### config.mk
export PLATFORM = sky130hd
export DESIGN_NAME = json_integer_field_extractor
export DESIGN_NICKNAME = d
export VERILOG_FILES = /design/src/sv/jife_pkg.sv /design/src/sv/jife_match_cell.sv /design/src/sv/jife_replay.sv /design/src/sv/json_integer_field_extractor.sv
export SDC_FILE = /design/constraint.sdc
export NUM_CORES = 1
export LEC_CHECK = 0
export ABC_AREA = 1
export BUFFER_PORTS_ARGS = -buffer_cell sky130_fd_sc_hd__buf_2
export CAP_MARGIN = 20
export CORE_ASPECT_RATIO = 0.8
export CORE_MARGIN = 2
export CORE_UTILIZATION = 56
export CTS_CLUSTER_DIAMETER = 200
export CTS_CLUSTER_SIZE = 30
export DETAILED_ROUTE_END_ITERATION = 7
export PLACE_DENSITY = 0.79
export SLEW_MARGIN = 20
export SYNTH_ARGS = -nofsm -noshare
export SYNTH_HDL_FRONTEND = slang
export SYNTH_SLANG_ARGS = --single-unit
### constraint.sdc
create_clock -name clk -period 3.9 [get_ports clk]
set_clock_uncertainty 0.1 [all_clocks]
set_input_delay 0 -clock clk [delete_from_list [all_inputs] [get_ports clk]]
set_output_delay 0 -clock clk [all_outputs]
set_load 0.1 [all_outputs]
### src/sv/jife_pkg.sv
`timescale 1ns / 1ps
// shared types, constants and the value step function of the json integer field extractor
// depends on nothing; used by every module of the block

package jife_pkg;

  // key window size, limited to the eight bytes a 64-bit key register holds
  localparam int KEY_MAX_BYTES = 8;
  localparam int KEY_CELLS     = (KEY_MAX_BYTES < 8) ? KEY_MAX_BYTES : 8;
  localparam int KEY_IDX_W     = (KEY_CELLS > 1) ? $clog2(KEY_CELLS) : 1;
  localparam int KEY_W         = 64;
  localparam int LEN_W         = 4;
  localparam int ACC_W         = 32;
  localparam int CFG_IDX_W     = 2;

  // register indexes
  localparam logic [CFG_IDX_W-1:0] REG_KEY_TEXT   = 2'd0;
  localparam logic [CFG_IDX_W-1:0] REG_KEY_LENGTH = 2'd1;

  // result status codes
  localparam logic [1:0] ST_FOUND  = 2'd0;
  localparam logic [1:0] ST_ABSENT = 2'd1;
  localparam logic [1:0] ST_UNTERM = 2'd2;

  // characters
  localparam logic [7:0] CH_BSLASH = 8'h5c;
  localparam logic [7:0] CH_QUOTE  = 8'h22;
  localparam logic [7:0] CH_COMMA  = 8'h2c;
  localparam logic [7:0] CH_RBRACE = 8'h7d;
  localparam logic [7:0] CH_COLON  = 8'h3a;
  localparam logic [7:0] CH_MINUS  = 8'h2d;
  localparam logic [7:0] CH_ZERO   = 8'h30;
  localparam logic [7:0] CH_SPACE  = 8'h20;
  localparam logic [7:0] CH_TAB    = 8'h09;
  localparam logic [7:0] CH_CR     = 8'h0d;

  typedef enum logic [1:0] {
    PH_SEARCH = 2'd0,
    PH_COLON  = 2'd1,
    PH_VALUE  = 2'd2,
    PH_DONE   = 2'd3
  } phase_t;

  typedef struct packed {
    phase_t             phase;
    logic [ACC_W-1:0]   acc;
    logic               neg;
    logic               first;
  } val_state_t;

  // control for the key match cells
  typedef struct packed {
    logic shift;
    logic clear;
  } cell_ctl_t;

  // state at the start of a message
  localparam val_state_t VAL_IDLE = '{phase: PH_SEARCH, acc: '0, neg: 1'b0, first: 1'b1};
  // state at the first key byte once the key is found
  localparam val_state_t VAL_KEY  = '{phase: PH_COLON, acc: '0, neg: 1'b0, first: 1'b1};

  // effective key length, 1 up to the cell count
  function automatic logic [LEN_W-1:0] eff_len(input logic [LEN_W-1:0] kl);
    logic [LEN_W-1:0] n;
    n = kl;
    if (n == '0) n = LEN_W'(1);
    if (n > LEN_W'(KEY_CELLS)) n = LEN_W'(KEY_CELLS);
    return n;
  endfunction

  // one byte at or after the key start: colon seek and value accumulation
  function automatic val_state_t value_step(input val_state_t s, input logic [7:0] b);
    val_state_t r;
    r = s;
    case (s.phase)
      PH_COLON: begin
        if (b == CH_COLON) r.phase = PH_VALUE;
      end
      PH_VALUE: begin
        if (b == CH_COMMA || b == CH_RBRACE) begin
          r.phase = PH_DONE;
        end else if (s.first && b == CH_MINUS) begin
          r.neg   = 1'b1;
          r.first = 1'b0;
        end else begin
          r.acc   = (s.acc << 3) + (s.acc << 1) + {{(ACC_W-8){1'b0}}, b}
                    - {{(ACC_W-8){1'b0}}, CH_ZERO};
          r.first = 1'b0;
        end
      end
      default: ;
    endcase
    return r;
  endfunction

endpackage

### src/sv/jife_match_cell.sv
`timescale 1ns / 1ps
// one cell of the key match chain: holds "last bytes equal the key prefix up to here"
// depends on jife_pkg

module jife_match_cell (
  input  logic                clk,
  input  logic                rst,
  input  jife_pkg::cell_ctl_t ctl,
  input  logic                prev_flag,   // neighbor flag, one byte older
  input  logic [7:0]          byte_in,
  input  logic [7:0]          key_byte,
  output logic                hit,         // prefix match including the new byte
  output logic                flag
);

  // extend the neighbor's prefix match by this byte
  assign hit = prev_flag && (byte_in == key_byte);

  // flag register
  always_ff @(posedge clk) begin
    if (rst || ctl.clear) begin
      flag <= 1'b0;
    end else if (ctl.shift) begin
      flag <= hit;
    end
  end

endmodule

### src/sv/jife_replay.sv
`timescale 1ns / 1ps
// key registers and the replay of the key bytes through the value step after a write
// depends on jife_pkg

module jife_replay (
  input  logic                               clk,
  input  logic                               rst,
  input  logic                               wr,
  input  logic [jife_pkg::CFG_IDX_W-1:0]     wr_index,
  input  logic [jife_pkg::KEY_W-1:0]         wr_data,
  output logic [jife_pkg::KEY_W-1:0]         key_text,
  output logic [jife_pkg::LEN_W-1:0]         len_eff,
  output jife_pkg::val_state_t               key_state,
  output logic                               busy
);

  logic [jife_pkg::LEN_W-1:0]     key_length;
  logic [jife_pkg::KEY_IDX_W-1:0] step_idx;
  logic [7:0]                     step_byte;
  logic                           step_end;

  assign len_eff   = jife_pkg::eff_len(key_length);
  assign step_byte = key_text[step_idx*8 +: 8];
  assign step_end  = (jife_pkg::LEN_W'(step_idx) == len_eff - jife_pkg::LEN_W'(1));

  // key registers
  always_ff @(posedge clk) begin
    if (rst) begin
      key_text   <= '0;
      key_length <= jife_pkg::LEN_W'(1);
    end else if (wr) begin
      unique case (wr_index)
        jife_pkg::REG_KEY_TEXT:   key_text   <= wr_data;
        jife_pkg::REG_KEY_LENGTH: key_length <= wr_data[jife_pkg::LEN_W-1:0];
        default: ;
      endcase
    end
  end

  // one key byte per cycle through the value step
  always_ff @(posedge clk) begin
    if (rst) begin
      busy      <= 1'b0;
      step_idx  <= '0;
      key_state <= jife_pkg::VAL_KEY;
    end else if (wr) begin
      busy      <= 1'b1;
      step_idx  <= '0;
      key_state <= jife_pkg::VAL_KEY;
    end else if (busy) begin
      key_state <= jife_pkg::value_step(key_state, step_byte);
      if (step_end) begin
        busy <= 1'b0;
      end else begin
        step_idx <= step_idx + jife_pkg::KEY_IDX_W'(1);
      end
    end
  end

  // reset config (zero key, length one) leaves the colon seek untouched
  a_reset_state: assert property (@(posedge clk)
    rst |=> !busy && key_state.phase == jife_pkg::PH_COLON && key_state.acc == '0)
    else $error("replay state wrong after reset");

  a_write_restarts: assert property (@(posedge clk) disable iff (rst)
    wr |=> busy && step_idx == '0)
    else $error("key write did not restart replay");

  a_no_search: assert property (@(posedge clk) disable iff (rst)
    key_state.phase != jife_pkg::PH_SEARCH)
    else $error("replay state fell back to key search");

endmodule

### src/sv/json_integer_field_extractor.sv
`timescale 1ns / 1ps
// top level: takes one json byte per beat, searches the key and extracts its integer value
// depends on jife_pkg, jife_match_cell, jife_replay
// one byte per cycle while s_tready is high; a message result is registered in the output
// register (the skid register while the output is full); config writes hold s_tready low
// while the key bytes (1 to 8) are replayed through the value unit, one per cycle
// two result registers (output plus skid) let input continue while a result waits
// reset (synchronous): key_text 0, key_length 1, message state and results cleared

module json_integer_field_extractor (
  input  logic                           clk,
  input  logic                           rst,
  // input stream
  input  logic                           s_tvalid,
  output logic                           s_tready,
  input  logic [7:0]                     s_tdata,   // [7:0] in_byte
  input  logic                           s_tlast,   // in_last
  // result stream
  output logic                           m_tvalid,
  input  logic                           m_tready,
  output logic [39:0]                    m_tdata,   // [1:0] status, [33:2] int_value
  // configuration writes
  input  logic                           cfg_valid,
  output logic                           cfg_ready,
  input  logic [jife_pkg::CFG_IDX_W-1:0] cfg_index,
  input  logic [jife_pkg::KEY_W-1:0]     cfg_data
);

  logic                            accept;
  logic                            cfg_wr;
  logic [jife_pkg::KEY_W-1:0]      key_text;
  logic [jife_pkg::LEN_W-1:0]      len_eff;
  logic [jife_pkg::LEN_W-1:0]      len_m1;
  jife_pkg::val_state_t            key_state;
  logic                            rp_busy;

  logic                            in_quotes;
  logic [7:0]                      last_kept;
  jife_pkg::val_state_t            vs;
  jife_pkg::val_state_t            vs_next;

  logic                            blank;
  logic                            kept;
  logic                            toggle;
  logic                            key_hit;
  jife_pkg::cell_ctl_t             cell_ctl;
  logic [jife_pkg::KEY_CELLS-1:0]  hit;
  logic [jife_pkg::KEY_CELLS-1:0]  flag;

  logic                            res_new;
  logic [1:0]                      res_status;
  logic [jife_pkg::ACC_W-1:0]      res_acc;
  logic                            out_valid;
  logic [1:0]                      out_status;
  logic [jife_pkg::ACC_W-1:0]      out_acc;
  logic                            out_neg;
  logic                            skid_valid;
  logic [1:0]                      skid_status;
  logic [jife_pkg::ACC_W-1:0]      skid_acc;
  logic                            skid_neg;
  logic                            pop;
  logic [jife_pkg::ACC_W-1:0]      out_value;

  // handshakes
  assign cfg_ready = 1'b1;
  assign cfg_wr    = cfg_valid && cfg_ready;
  assign s_tready  = !rp_busy && !skid_valid;
  assign accept    = s_tvalid && s_tready;
  assign pop       = out_valid && m_tready;

  jife_replay u_replay (
    .clk       (clk),
    .rst       (rst),
    .wr        (cfg_wr),
    .wr_index  (cfg_index),
    .wr_data   (cfg_data),
    .key_text  (key_text),
    .len_eff   (len_eff),
    .key_state (key_state),
    .busy      (rp_busy)
  );

  // whitespace drop and quote tracking
  assign blank  = (s_tdata == jife_pkg::CH_SPACE) ||
                  (s_tdata >= jife_pkg::CH_TAB && s_tdata <= jife_pkg::CH_CR);
  assign kept   = !(blank && !in_quotes);
  assign toggle = kept && (last_kept != jife_pkg::CH_BSLASH) && (s_tdata == jife_pkg::CH_QUOTE);

  // key match chain
  assign cell_ctl.shift = accept && kept && (vs.phase == jife_pkg::PH_SEARCH);
  assign cell_ctl.clear = accept && s_tlast;

  for (genvar k = 0; k < jife_pkg::KEY_CELLS; k++) begin : g_cell
    logic prev;
    if (k == 0) begin : g_first
      assign prev = 1'b1;
    end else begin : g_rest
      assign prev = flag[k-1];
    end
    jife_match_cell u_cell (
      .clk       (clk),
      .rst       (rst),
      .ctl       (cell_ctl),
      .prev_flag (prev),
      .byte_in   (s_tdata),
      .key_byte  (key_text[k*8 +: 8]),
      .hit       (hit[k]),
      .flag      (flag[k])
    );
  end

  assign len_m1  = len_eff - jife_pkg::LEN_W'(1);
  assign key_hit = hit[len_m1[jife_pkg::KEY_IDX_W-1:0]];

  // message state update for a kept byte
  always_comb begin
    vs_next = vs;
    if (kept) begin
      if (vs.phase == jife_pkg::PH_SEARCH) begin
        if (key_hit) vs_next = key_state;
      end else begin
        vs_next = jife_pkg::value_step(vs, s_tdata);
      end
    end
  end

  // result of a message end
  always_comb begin
    res_new    = accept && s_tlast;
    res_acc    = '0;
    res_status = jife_pkg::ST_UNTERM;
    if (vs_next.phase == jife_pkg::PH_DONE) begin
      res_status = jife_pkg::ST_FOUND;
      res_acc    = vs_next.acc;
    end else if (vs_next.phase == jife_pkg::PH_SEARCH) begin
      res_status = jife_pkg::ST_ABSENT;
    end
  end

  // message state registers
  always_ff @(posedge clk) begin
    if (rst) begin
      in_quotes <= 1'b0;
      last_kept <= jife_pkg::CH_SPACE;
      vs        <= jife_pkg::VAL_IDLE;
    end else if (accept) begin
      if (s_tlast) begin
        in_quotes <= 1'b0;
        last_kept <= jife_pkg::CH_SPACE;
        vs        <= jife_pkg::VAL_IDLE;
      end else begin
        in_quotes <= in_quotes ^ toggle;
        if (kept && !toggle) last_kept <= s_tdata;
        vs <= vs_next;
      end
    end
  end

  // output register with skid stage
  always_ff @(posedge clk) begin
    if (rst) begin
      out_valid  <= 1'b0;
      skid_valid <= 1'b0;
    end else if (skid_valid) begin
      if (pop) begin
        out_status <= skid_status;
        out_acc    <= skid_acc;
        out_neg    <= skid_neg;
        skid_valid <= 1'b0;
      end
    end else if (res_new) begin
      if (!out_valid || pop) begin
        out_valid  <= 1'b1;
        out_status <= res_status;
        out_acc    <= res_acc;
        out_neg    <= vs_next.neg;
      end else begin
        skid_valid  <= 1'b1;
        skid_status <= res_status;
        skid_acc    <= res_acc;
        skid_neg    <= vs_next.neg;
      end
    end else if (pop) begin
      out_valid <= 1'b0;
    end
  end

  assign out_value = out_neg ? (jife_pkg::ACC_W'(0) - out_acc) : out_acc;
  assign m_tvalid  = out_valid;
  assign m_tdata   = {6'b0, out_value, out_status};

  a_skid_behind_out: assert property (@(posedge clk) disable iff (rst)
    skid_valid |-> out_valid)
    else $error("skid holds a result while output register is empty");

  a_result_loaded: assert property (@(posedge clk) disable iff (rst)
    (accept && s_tlast) |=> out_valid)
    else $error("message end produced no result");

  a_message_cleared: assert property (@(posedge clk) disable iff (rst)
    (accept && s_tlast) |=> (vs.phase == jife_pkg::PH_SEARCH && !in_quotes && flag == '0))
    else $error("message state not cleared after last byte");

  a_zero_unless_found: assert property (@(posedge clk) disable iff (rst)
    (out_valid && out_status != jife_pkg::ST_FOUND) |-> out_acc == '0)
    else $error("nonzero value on a result without a value");

  a_busy_blocks_input: assert property (@(posedge clk) disable iff (rst)
    cfg_wr |=> !s_tready)
    else $error("input accepted during key replay");

endmodule
# Word-level counts from Yosys, hierarchy flattened
# Index checks and enable logic that the tools add are counted.
dict set report op_classes {
  n_addsub 9
  magnitude_cmp 4
  n_eq_ne 33
  shift 1
  mux 47
  bitwise_logic 7
  n_reduce_logical 54
}
# operator n
set op_table {}
lappend op_table {{$mux 32} 7}
lappend op_table {{$mux 36} 4}
lappend op_table {{$mux 34} 2}
lappend op_table {{$add 32x32->32} 2}
lappend op_table {{$add 32x8->32} 2}
lappend op_table {{$eq 8x6->1 const B} 8}
lappend op_table {{$eq 8x8->1} 8}
lappend op_table {{$shiftx 64x7->8} 1}
lappend op_table {{$sub 32x6->32 const B} 2}
lappend op_table {{$sub 1x32->32 const A} 1}
lappend op_table {{$logic_and 1x1->1} 20}
lappend op_table {{$mux 2} 10}
lappend op_table {{$reduce_and 4->1} 5}
lappend op_table {{$mux 1} 17}
lappend op_table {{$eq 8x7->1 const B} 2}
lappend op_table {{$mux 8} 2}
lappend op_table {{$reduce_bool 2->1} 5}
lappend op_table {{$ge 8x4->1 const B} 1}
lappend op_table {{$le 8x4->1 const B} 1}
lappend op_table {{$mux 4} 2}
lappend op_table {{$ne 2x1->1 const B} 4}
lappend op_table {{$ne 8x7->1 const B} 1}
lappend op_table {{$pmux 2 s2} 2}
lappend op_table {{$reduce_and 2->1} 4}
lappend op_table {{other kinds (20)} 42}
dict set report word_totals {
  reg_bits 232
  inputBits 80
  output_inout_bits 43
  word_cells 184
}

# Longest topological paths before layout
# Gate-level depths: netlist (run 1).
dict set report depth {
  depth_word 16
  mapped_depth 26
  ltp_nobuf 24
}

# Modules after synthesis
# From an unflattened synthesis (run 1), not the netlist that was laid out.
dict set report hier_totals {
  hier_cells 3079
  area_unflattened_um2 19481.2
}
# module n_inst cells_per_inst area_each_um2
set by_module_without_submodules {}
lappend by_module_without_submodules {json_integer_field_extractor 1 1477 9865.7}
lappend by_module_without_submodules {jife_replay 1 1194 7693.6}
lappend by_module_without_submodules {jife_match_cell 8 51 240.2}

# Worst setup path after synthesis (run 1)
# No wires, ideal clock.
dict set report synth_timing {
  kind {reg2reg}
  startpoint {register skid_valid}
  endpoint {register out_acc[0] (netlist name) (enable)}
  setup_ns 0.427
  arrival_time_ns 4.007
  required_time_ns 3.373
  setup_slack_ns -0.634
  path_stages_with_launch 10
  path_buffers 2
  synth_period_minus_slack_ns 4.534
  cell_sequence {dfxtp_1 clkbuf_1 nor2_1 nand2_1 clkbuf_1 nor2_1 inv_1 nor2_1 o21ai_0 nor2_1}
}
dict set report synth_via {
  elab_chain_len 6
  elab_cells_between_ends 8
  cone_classes {eq/ne (1); reduce/logical (7)}
}
# element line
set synth_rtl {}
lappend synth_rtl {{from (decl)} json_integer_field_extractor.sv:57} ;# logic skid_valid;
lappend synth_rtl {{from (signal assigned)} json_integer_field_extractor.sv:163} ;# skid_valid <= 1'b0;
lappend synth_rtl {{from (signal assigned)} json_integer_field_extractor.sv:169} ;# skid_valid <= 1'b0;
lappend synth_rtl {{from (signal assigned)} json_integer_field_extractor.sv:178} ;# skid_valid <= 1'b1;
lappend synth_rtl {{$logic_not 1->1} json_integer_field_extractor.sv:67} ;# assign s_tready = !rp_busy && !skid_valid;
lappend synth_rtl {{$logic_and 1x1->1} json_integer_field_extractor.sv:67}
lappend synth_rtl {{net s_tready} json_integer_field_extractor.sv:15} ;# output logic s_tready,
lappend synth_rtl {{$logic_and 1x1->1} json_integer_field_extractor.sv:68} ;# assign accept = s_tvalid && s_tready;
lappend synth_rtl {{$logic_and 1x1->1} json_integer_field_extractor.sv:129} ;# res_new = accept && s_tlast;
lappend synth_rtl {{$reduce_bool 2->1 (no source line)} -}
lappend synth_rtl {{$reduce_and 4->1 (no source line)} -}
lappend synth_rtl {{to (signal assigned)} json_integer_field_extractor.sv:167} ;# out_acc <= skid_acc;
lappend synth_rtl {{to (signal assigned)} json_integer_field_extractor.sv:175} ;# out_acc <= res_acc;
lappend synth_rtl {{to (decl)} json_integer_field_extractor.sv:55} ;# logic [jife_pkg::ACC_W-1:0] out_acc;
# The timed path passes the listed nets, and every way through them passes these cells.
# A chain may end at the register's enable or synchronous reset.

# Worst setup path after layout (run 1)
dict set report layout_timing {
  startpoint {register u_replay.step_idx[0] (netlist name)}
  endpoint {register u_replay.key_state[27] (netlist name)}
}
dict set report layout_via {
  elab_chain_len 5
  elab_cells_between_ends 11
  cone_classes {add/sub (2); eq/ne (3); shift (1); bitwise (2); reduce/logical (3)}
}
# element line
set layout_rtl {}
lappend layout_rtl {{from (decl)} jife_replay.sv:18} ;# logic [jife_pkg::KEY_IDX_W-1:0] step_idx;
lappend layout_rtl {{from (signal assigned)} jife_replay.sv:55} ;# step_idx <= step_idx + jife_pkg::KEY_IDX_W'(1);
lappend layout_rtl {{$shiftx 64x7->8 *} jife_replay.sv:23} ;# assign step_byte = key_text[step_idx*8 +: 8];
lappend layout_rtl {{branches (longest 4 deep; another with $add 32x8->32)} -}
# Every way passes the cells marked *.

==> results_dict.tcl, run 1 <==
set metrics [dict create \
    syn_avg_cell_area_um2 7.00 \
    worst_slack_ns 0.126 \
    synth_most_common_cell "nand2_1" \
    dieHeight_um 163 \
    critPathLaunchType "flop" \
    drc_errors 0 \
    worstMarginPinSlew_ns 0.759 \
    synth.distinct_cells 60 \
    cp_top_family "adder cells" \
    antenna_cells 0 \
    nNetsFinal 3020 \
    instances_no_fill 3176 \
    p_seq_frac 0.394 \
    gp_congestion 0.987 \
    coreArea_mm2 0.0313 \
    hold_slack_ns 0.127 \
    clock_insertion_delay_worst_skew_ns 0.50 \
    area_growth_pct 16.5 \
    grt_max_degree 91 \
    htreeDepth 1 \
    period_minus_slack_ns 3.77 \
    drt-initial-drc-count 2220 \
    fillers 2752 \
    wl_per_cell_um 17.4 \
    powerDensity_mw_per_mm2 324 \
    pwr-share-clk 0.197 \
    switching_power_w 0.00267 \
    cts_tree "yes" \
    yosys.area.top_type "dfxtp_1" \
    slew_headroom 0.489 \
    grtUsageTotal 0.330 \
    cts_root_buf "clkbuf_16" \
    ant_nets 0 \
    place_ws_ns -0.160 \
    path_buf_inv 3 \
    cp_max_fo 7 \
    synth_top_area_frac 0.183 \
    drv_cap 0 \
    status "finished, final reports clean" \
    ios 123 \
    firstDrtPassIters 7 \
    place_hpwl_um 42000 \
    intPower_w 0.00401 \
    postLayoutCoreUtil 0.659 \
    crit_type "reg2reg" \
    dp_cells 3047 \
    p_comb_frac 0.409 \
    synth-async-reset-ratio 0 \
    setup_viol 0 \
    fmax_mhz 265 \
    path_clk_slew_ns 0.13 \
    ys.flop_type "dfxtp_1" \
    yosys_warnings 0 \
    ys_seq_area_frac 0.302 \
    critical_path_arrival_ns 4.08 \
    cts_made_buffers 11 \
    rsz0062_at_grt "true" \
    synth_edf_count 70 \
    cp_common_cell "nor2_1" \
    peakVddDrop_mv 0.257 \
    sw_frac_of_total 0.400 \
    finalWirelength_um 55400 \
    cts_buffer_depth 3 \
    fp.dieW_um 203 \
    synth_cells 2528 \
    route.vias.total 17800 \
    min_path_type "in2reg" \
    power_w 0.00668 \
    die-area_mm2 0.0331 \
    grt_pass1_wl_um 86500 \
    overflow 0 \
    slowest_delay_ns 0.56 \
    crit_required_ns 4.21 \
    finalCritPeriodShare 0.968 \
    port_buffers 115 \
    hold_violations 0 \
    p_leak_nw 9.72 \
    antenna_found_initial 0 \
    synth_common_cells "nand2_1, inv_1, a21oi_1" \
    critPathSlowestCell "fa_1" \
    slew_violations 0 \
    netlist_area_mm2 0.0177 \
    num_rows 58 \
    start_util 0.566 \
    via_per_inst 5.59 \
    crit_chain "buf_6 > buf_8 > a21oi_2 > o21ai_1 > nand2_1 > o21ai_4 > inv_2 > fa_2 > fa_1 > ha_4 > a21oi_2 > nand2_2 > nand3_1 > nand2_1 > a21oi_2 > nor2_1 > nor2_1 > o21bai_1 > xor2_1 > nor2_1 > nor2_1" \
    ys_top_cells_by_area "dfxtp_1, ha_1, edfxtp_1, nand2_1, inv_1" \
    drive_gt1_frac 0.119 \
    cts.sinks 232 \
    worstSetupEndpointType "flop" \
    grt_pass1_vias 16200 \
    ys_ff_latch 232 \
]
## logic make-up (layout without fill, tap and decap cells)
family                   Yosys count  in the layout  share of synthesized area
adder cells (fa/ha/maj)          186            186                      0.137
other                              2              7                   0.000424
buffers and inverters            467            690                      0.110
flip-flops                       232            232                      0.302
XOR/XNOR                          93             93                     0.0460
AO/OA/AOI/OAI                    539            539                      0.163
AND/OR/NAND/NOR                 1009           1009                      0.243
## path summary, 6_finish.rpt
path	from	endpoint	slack, ns	depth (start not counted)
max reg2reg	u_replay.step_idx[0]$_SDFFE_PP0P_	u_replay.key_state[27]$_SDFFE_PP0P_	0.13	21
max	u_replay.step_idx[0]$_SDFFE_PP0P_	u_replay.key_state[27]$_SDFFE_PP0P_	0.13	21
min	s_tvalid	skid_valid$_SDFF_PP0_	0.13	5
min reg2reg	last_kept[1]$_SDFFE_PP0P_	last_kept[1]$_SDFFE_PP0P_	0.38	2
## flip-flops by register name, summed over array words and instances, names as in the netlist, 2 cells and up
signal and count:
last_kept 8, u_replay.step_idx 3, g_cell.u_cell.flag 7, u_replay.key_state 36, out_acc 32, u_replay.key_text 64, skid_status 2, skid_acc 32
u_replay.key_length 4, vs 36, out_status 2
## stage by stage
stage	cell area [um2]	setup TNS (ns)
after floorplan	17700	0
after global placement	18900	-0.00683
after detailed placement	18900	-0.391
after CTS	20200	0
after global routing	20600	-0.113
final	20600	0
## placed cells by master (no fill, tap or decap), drive strengths merged, types with 8 or more instances in the layout
cell         netlist  routed
inv              368     368
o21ai            221     221
xnor2             38      38
xor2              55      55
fa                12      12
dlygate4sd3        0      99
nand4             18      18
nor3              34      34
nor2             225     225
clkbuf            49      16
o21bai             8       8
nand2            567     567
a21oi            258     258
ha               174     174
edfxtp            70      70
o211ai            11      11
buf               49     205
nand3            143     143
dfxtp            162     162
## power by group through the flow
stage / Sequential, W / Combinational [W] / Clock [W]
2_1_floorplan: 0.00267 / 0.00183 / 0
3_3_place_gp: 0.00268 / 0.00247 / 0
3_5_place_dp: 0.00268 / 0.00250 / 0
4_1_cts: 0.00263 / 0.00259 / 0.00134
5_1_grt: 0.00264 / 0.00300 / 0.00141
6_report: 0.00263 / 0.00273 / 0.00132
## per-layer routing
layer	routed length, um	GRT usage	vias to the layer above
li1	-	-	8670
met1	25900	0.507	8220
met5	0	0	-
met4	965	0.0581	0
met2	22600	0.487	780
met3	5930	0.0555	82
## layout make-up
| cell class | count | area, um2 | area share |
|---|---|---|---|
| clock inverter | 1 | 8.76 | 0.000425 |
| clock buffer | 14 | 287 | 0.0139 |
| multi-input combinational | 1834 | 10700 | 0.519 |
| inverter | 369 | 1400 | 0.0680 |
| tap | 420 | 526 | 0.0255 |
| sequential | 232 | 5350 | 0.260 |
| timing repair buffer | 306 | 2350 | 0.114 |
## worst min-delay path: cells and delay by family
kind / cells / cell delay [ns]
AND/OR/NAND/NOR: 3 / 0.50
buffers and inverters: 1 / 0.10
AO/OA/AOI/OAI: 1 / 0.07
## timing repair
item,CTS,global route
endpoints found under the hold margin,111,0
pin swaps,0,30
gates cloned,0,2
hold buffers,99,0
setup buffers,0,14
resized for setup,4,91
endpoints found under the setup margin,6,45
No activity file was read; power rests on OpenSTA's default activity.
==> run 2, diff against run 1 <==
--- a/config.mk
+++ b/config.mk
@@ -10,11 +10,11 @@
 export CAP_MARGIN = 20
 export CORE_ASPECT_RATIO = 0.8
 export CORE_MARGIN = 2
-export CORE_UTILIZATION = 56
+export CORE_UTILIZATION = 58
 export CTS_CLUSTER_DIAMETER = 200
 export CTS_CLUSTER_SIZE = 30
 export DETAILED_ROUTE_END_ITERATION = 7
-export PLACE_DENSITY = 0.79
+export PLACE_DENSITY = 0.78
 export SLEW_MARGIN = 20
 export SYNTH_ARGS = -nofsm -noshare
 export SYNTH_HDL_FRONTEND = slang
==> constraint.sdc (replaced) <==
create_clock -name clk -period 3.8 [get_ports clk]
set_clock_uncertainty 0.1 [all_clocks]
set_input_delay 0 -clock clk [delete_from_list [all_inputs] [get_ports clk]]
set_output_delay 0 -clock clk [all_outputs]
set_load 0.1 [all_outputs]
==> results_dict.tcl, run 2 (same netlist as run 1, synthesis figures left out) <==
set metrics [dict create \
    final_common_cell "nand2_1" \
    peakVddDrop_mv 0.253 \
    firstDrtPassIters 6 \
    via_per_inst 5.62 \
    port_buffers 115 \
    critPathLaunch "u_replay.step_idx[0]$_SDFFE_PP0P_" \
    antenna_found_initial 0 \
    setup_viol 0 \
    cts_buffer_depth 3 \
    start_util 0.587 \
    hp-start "cfg_data[44]" \
    clock_insertion_delay_worst_skew_ns 0.51 \
    critPathSlowestCell "fa_1" \
    top_regs "u_replay.key_text (64), u_replay.key_state (36), vs (36)" \
    cts_root_buf "clkbuf_16" \
    min_path_type "in2reg" \
    crit_required_ns 4.09 \
    rsz0062_at_grt "true" \
    fp.dieW_um 199 \
    slowest_delay_ns 0.59 \
    worst_slack_ns 0.114 \
    path_clk_slew_ns 0.14 \
    setup-tns-final_ns 0 \
    largest_reg_flops 64 \
    slew_headroom 0.461 \
    p_leak_nw 9.76 \
    num_rows 57 \
    place_ws_ns -0.259 \
    cp_max_fo 12 \
    worstMarginPinSlew_ns 0.800 \
    hold_violations 0 \
    route.vias.total 17800 \
    drt-initial-drc-count 1967 \
    reg2reg_from "u_replay.step_idx[0]$_SDFFE_PP0P_" \
    grt_max_degree 91 \
    nNetsFinal 3025 \
    slew_violations 0 \
    drv_cap 0 \
    ant_nets 0 \
    dieHeight_um 160 \
    dp_cells 3052 \
    place_hpwl_um 42600 \
    htreeDepth 1 \
    powerDensity_mw_per_mm2 335 \
    cp_top_family "adder cells" \
    area_growth_pct 17.1 \
    crit_type "reg2reg" \
    hold_slack_ns 0.183 \
    critical_path_arrival_ns 3.98 \
    multi_input_area_mm2 0.0108 \
    drive_gt1_frac 0.129 \
    cts.sinks 232 \
    crit_chain "buf_12 > o211ai_1 > nand2_1 > nand2_2 > nand2_2 > fa_1 > ha_4 > ha_4 > fa_2 > nand3_1 > nand2_2 > nand2_1 > o211ai_1 > nand2_1 > nand2_2 > buf_4 > nand2_1 > nand2_1 > xor2_1 > o21ai_0 > a21oi_1" \
    layout_common_cells "nand2_1, inv_1, a21oi_1" \
    cts_tree "yes" \
    critPathLaunchType "flop" \
    status "finished, final reports clean" \
    period_minus_slack_ns 3.69 \
    fmax_mhz 271 \
    path_buf_inv 2 \
    overflow 0 \
    instances_no_fill 3174 \
    regArea_mm2 0.00535 \
    ios 123 \
    finalWirelength_um 56600 \
    grt_pass1_wl_um 88100 \
    postLayoutCoreUtil 0.687 \
    cp_common_cell "nand2_1" \
    fillers 2576 \
    grtUsageTotal 0.351 \
    worstSetupEndpointType "flop" \
    die-area_mm2 0.0319 \
    wl_per_cell_um 17.8 \
    gp_congestion 0.989 \
    regMostFlops "u_replay.key_text" \
    coreArea_mm2 0.0302 \
    cts_made_buffers 11 \
    finalCritPeriodShare 0.970 \
    drc_errors 0 \
    antenna_cells 0 \
    grt_pass1_vias 16500 \
]
-- run 2: cell count changes in the layout (fill, tap and decap cells not counted), moves of 4 or more --
cell / previous run / this run
o21ai_1: 40 / 33
o21ai_0: 171 / 177
buf_4: 82 / 90
a21oi_2: 14 / 22
inv_1: 354 / 350
a21oi_1: 241 / 236
ha_1: 168 / 162
inv_2: 11 / 15
ha_4: 6 / 12
-- run 2: where the power goes --
part           internal [W]  switching (W)  total, W
sequential          0.00263      0.0000682   0.00270
combinational      0.000976        0.00192   0.00289
clock              0.000546       0.000813   0.00136
total               0.00415        0.00280   0.00695
-- run 2: what timing repair did --
action	CTS	global route
hold endpoints to repair	126	0
resized for setup	11	95
endpoints found under the setup margin	23	57
pin swaps	1	38
hold buffers	98	0
setup buffers	0	9
-- run 2: layout make-up --
class	count	share of cell area
clock buffers	14	0.0138
well taps	413	0.0249
multi-input cells	1834	0.521
flip-flops and latches	232	0.258
inverters	369	0.0676
repair buffers	311	0.114
clock inverters	1	0.000422
-- run 2: worst reg2reg max path: cells and delay by family (launching register included) --
kind,cells,cell delay (ns)
xor gates and xnor gates,1,0.13
buffers and inverters,2,0.29
adders and majority gates,4,1.36
DFF,1,0.40
and+or+nand+nor,10,0.81
AOI/OAI and AO/OA,4,0.46
-- run 2: final timing paths --
| kind | endpoint | slack (ns) | depth (start not counted) |
|---|---|---|---|
| hold / removal | u_replay.key_text[44]$_SDFFE_PP0P_ | 0.18 | 4 |
| hold reg to reg | last_kept[3]$_SDFFE_PP0P_ | 0.37 | 2 |
| setup / recovery | u_replay.key_state[21]$_SDFFE_PP0P_ | 0.11 | 21 |
| setup reg to reg | u_replay.key_state[21]$_SDFFE_PP0P_ | 0.11 | 21 |
-- run 2: layer usage --
layer | part of all wire | up-vias | track usage
met4 | 0.013 | 0 | 0.0546
met3 | 0.12 | 62 | 0.0703
met1 | 0.45 | 8231 | 0.536
met2 | 0.42 | 868 | 0.516
met5 | 0 | - | 0
li1 | - | 8685 | -
-- run 2: through the flow --
| stage | instance area (um2) | total power (W) |
|---|---|---|
| CTS | 20300 | 0.00676 |
| global placement | 19000 | 0.00532 |
| global route | 20700 | 0.00734 |
| finish | 20700 | 0.00695 |
| detailed placement | 19000 | 0.00535 |
| floorplan | 17700 | 0.00462 |
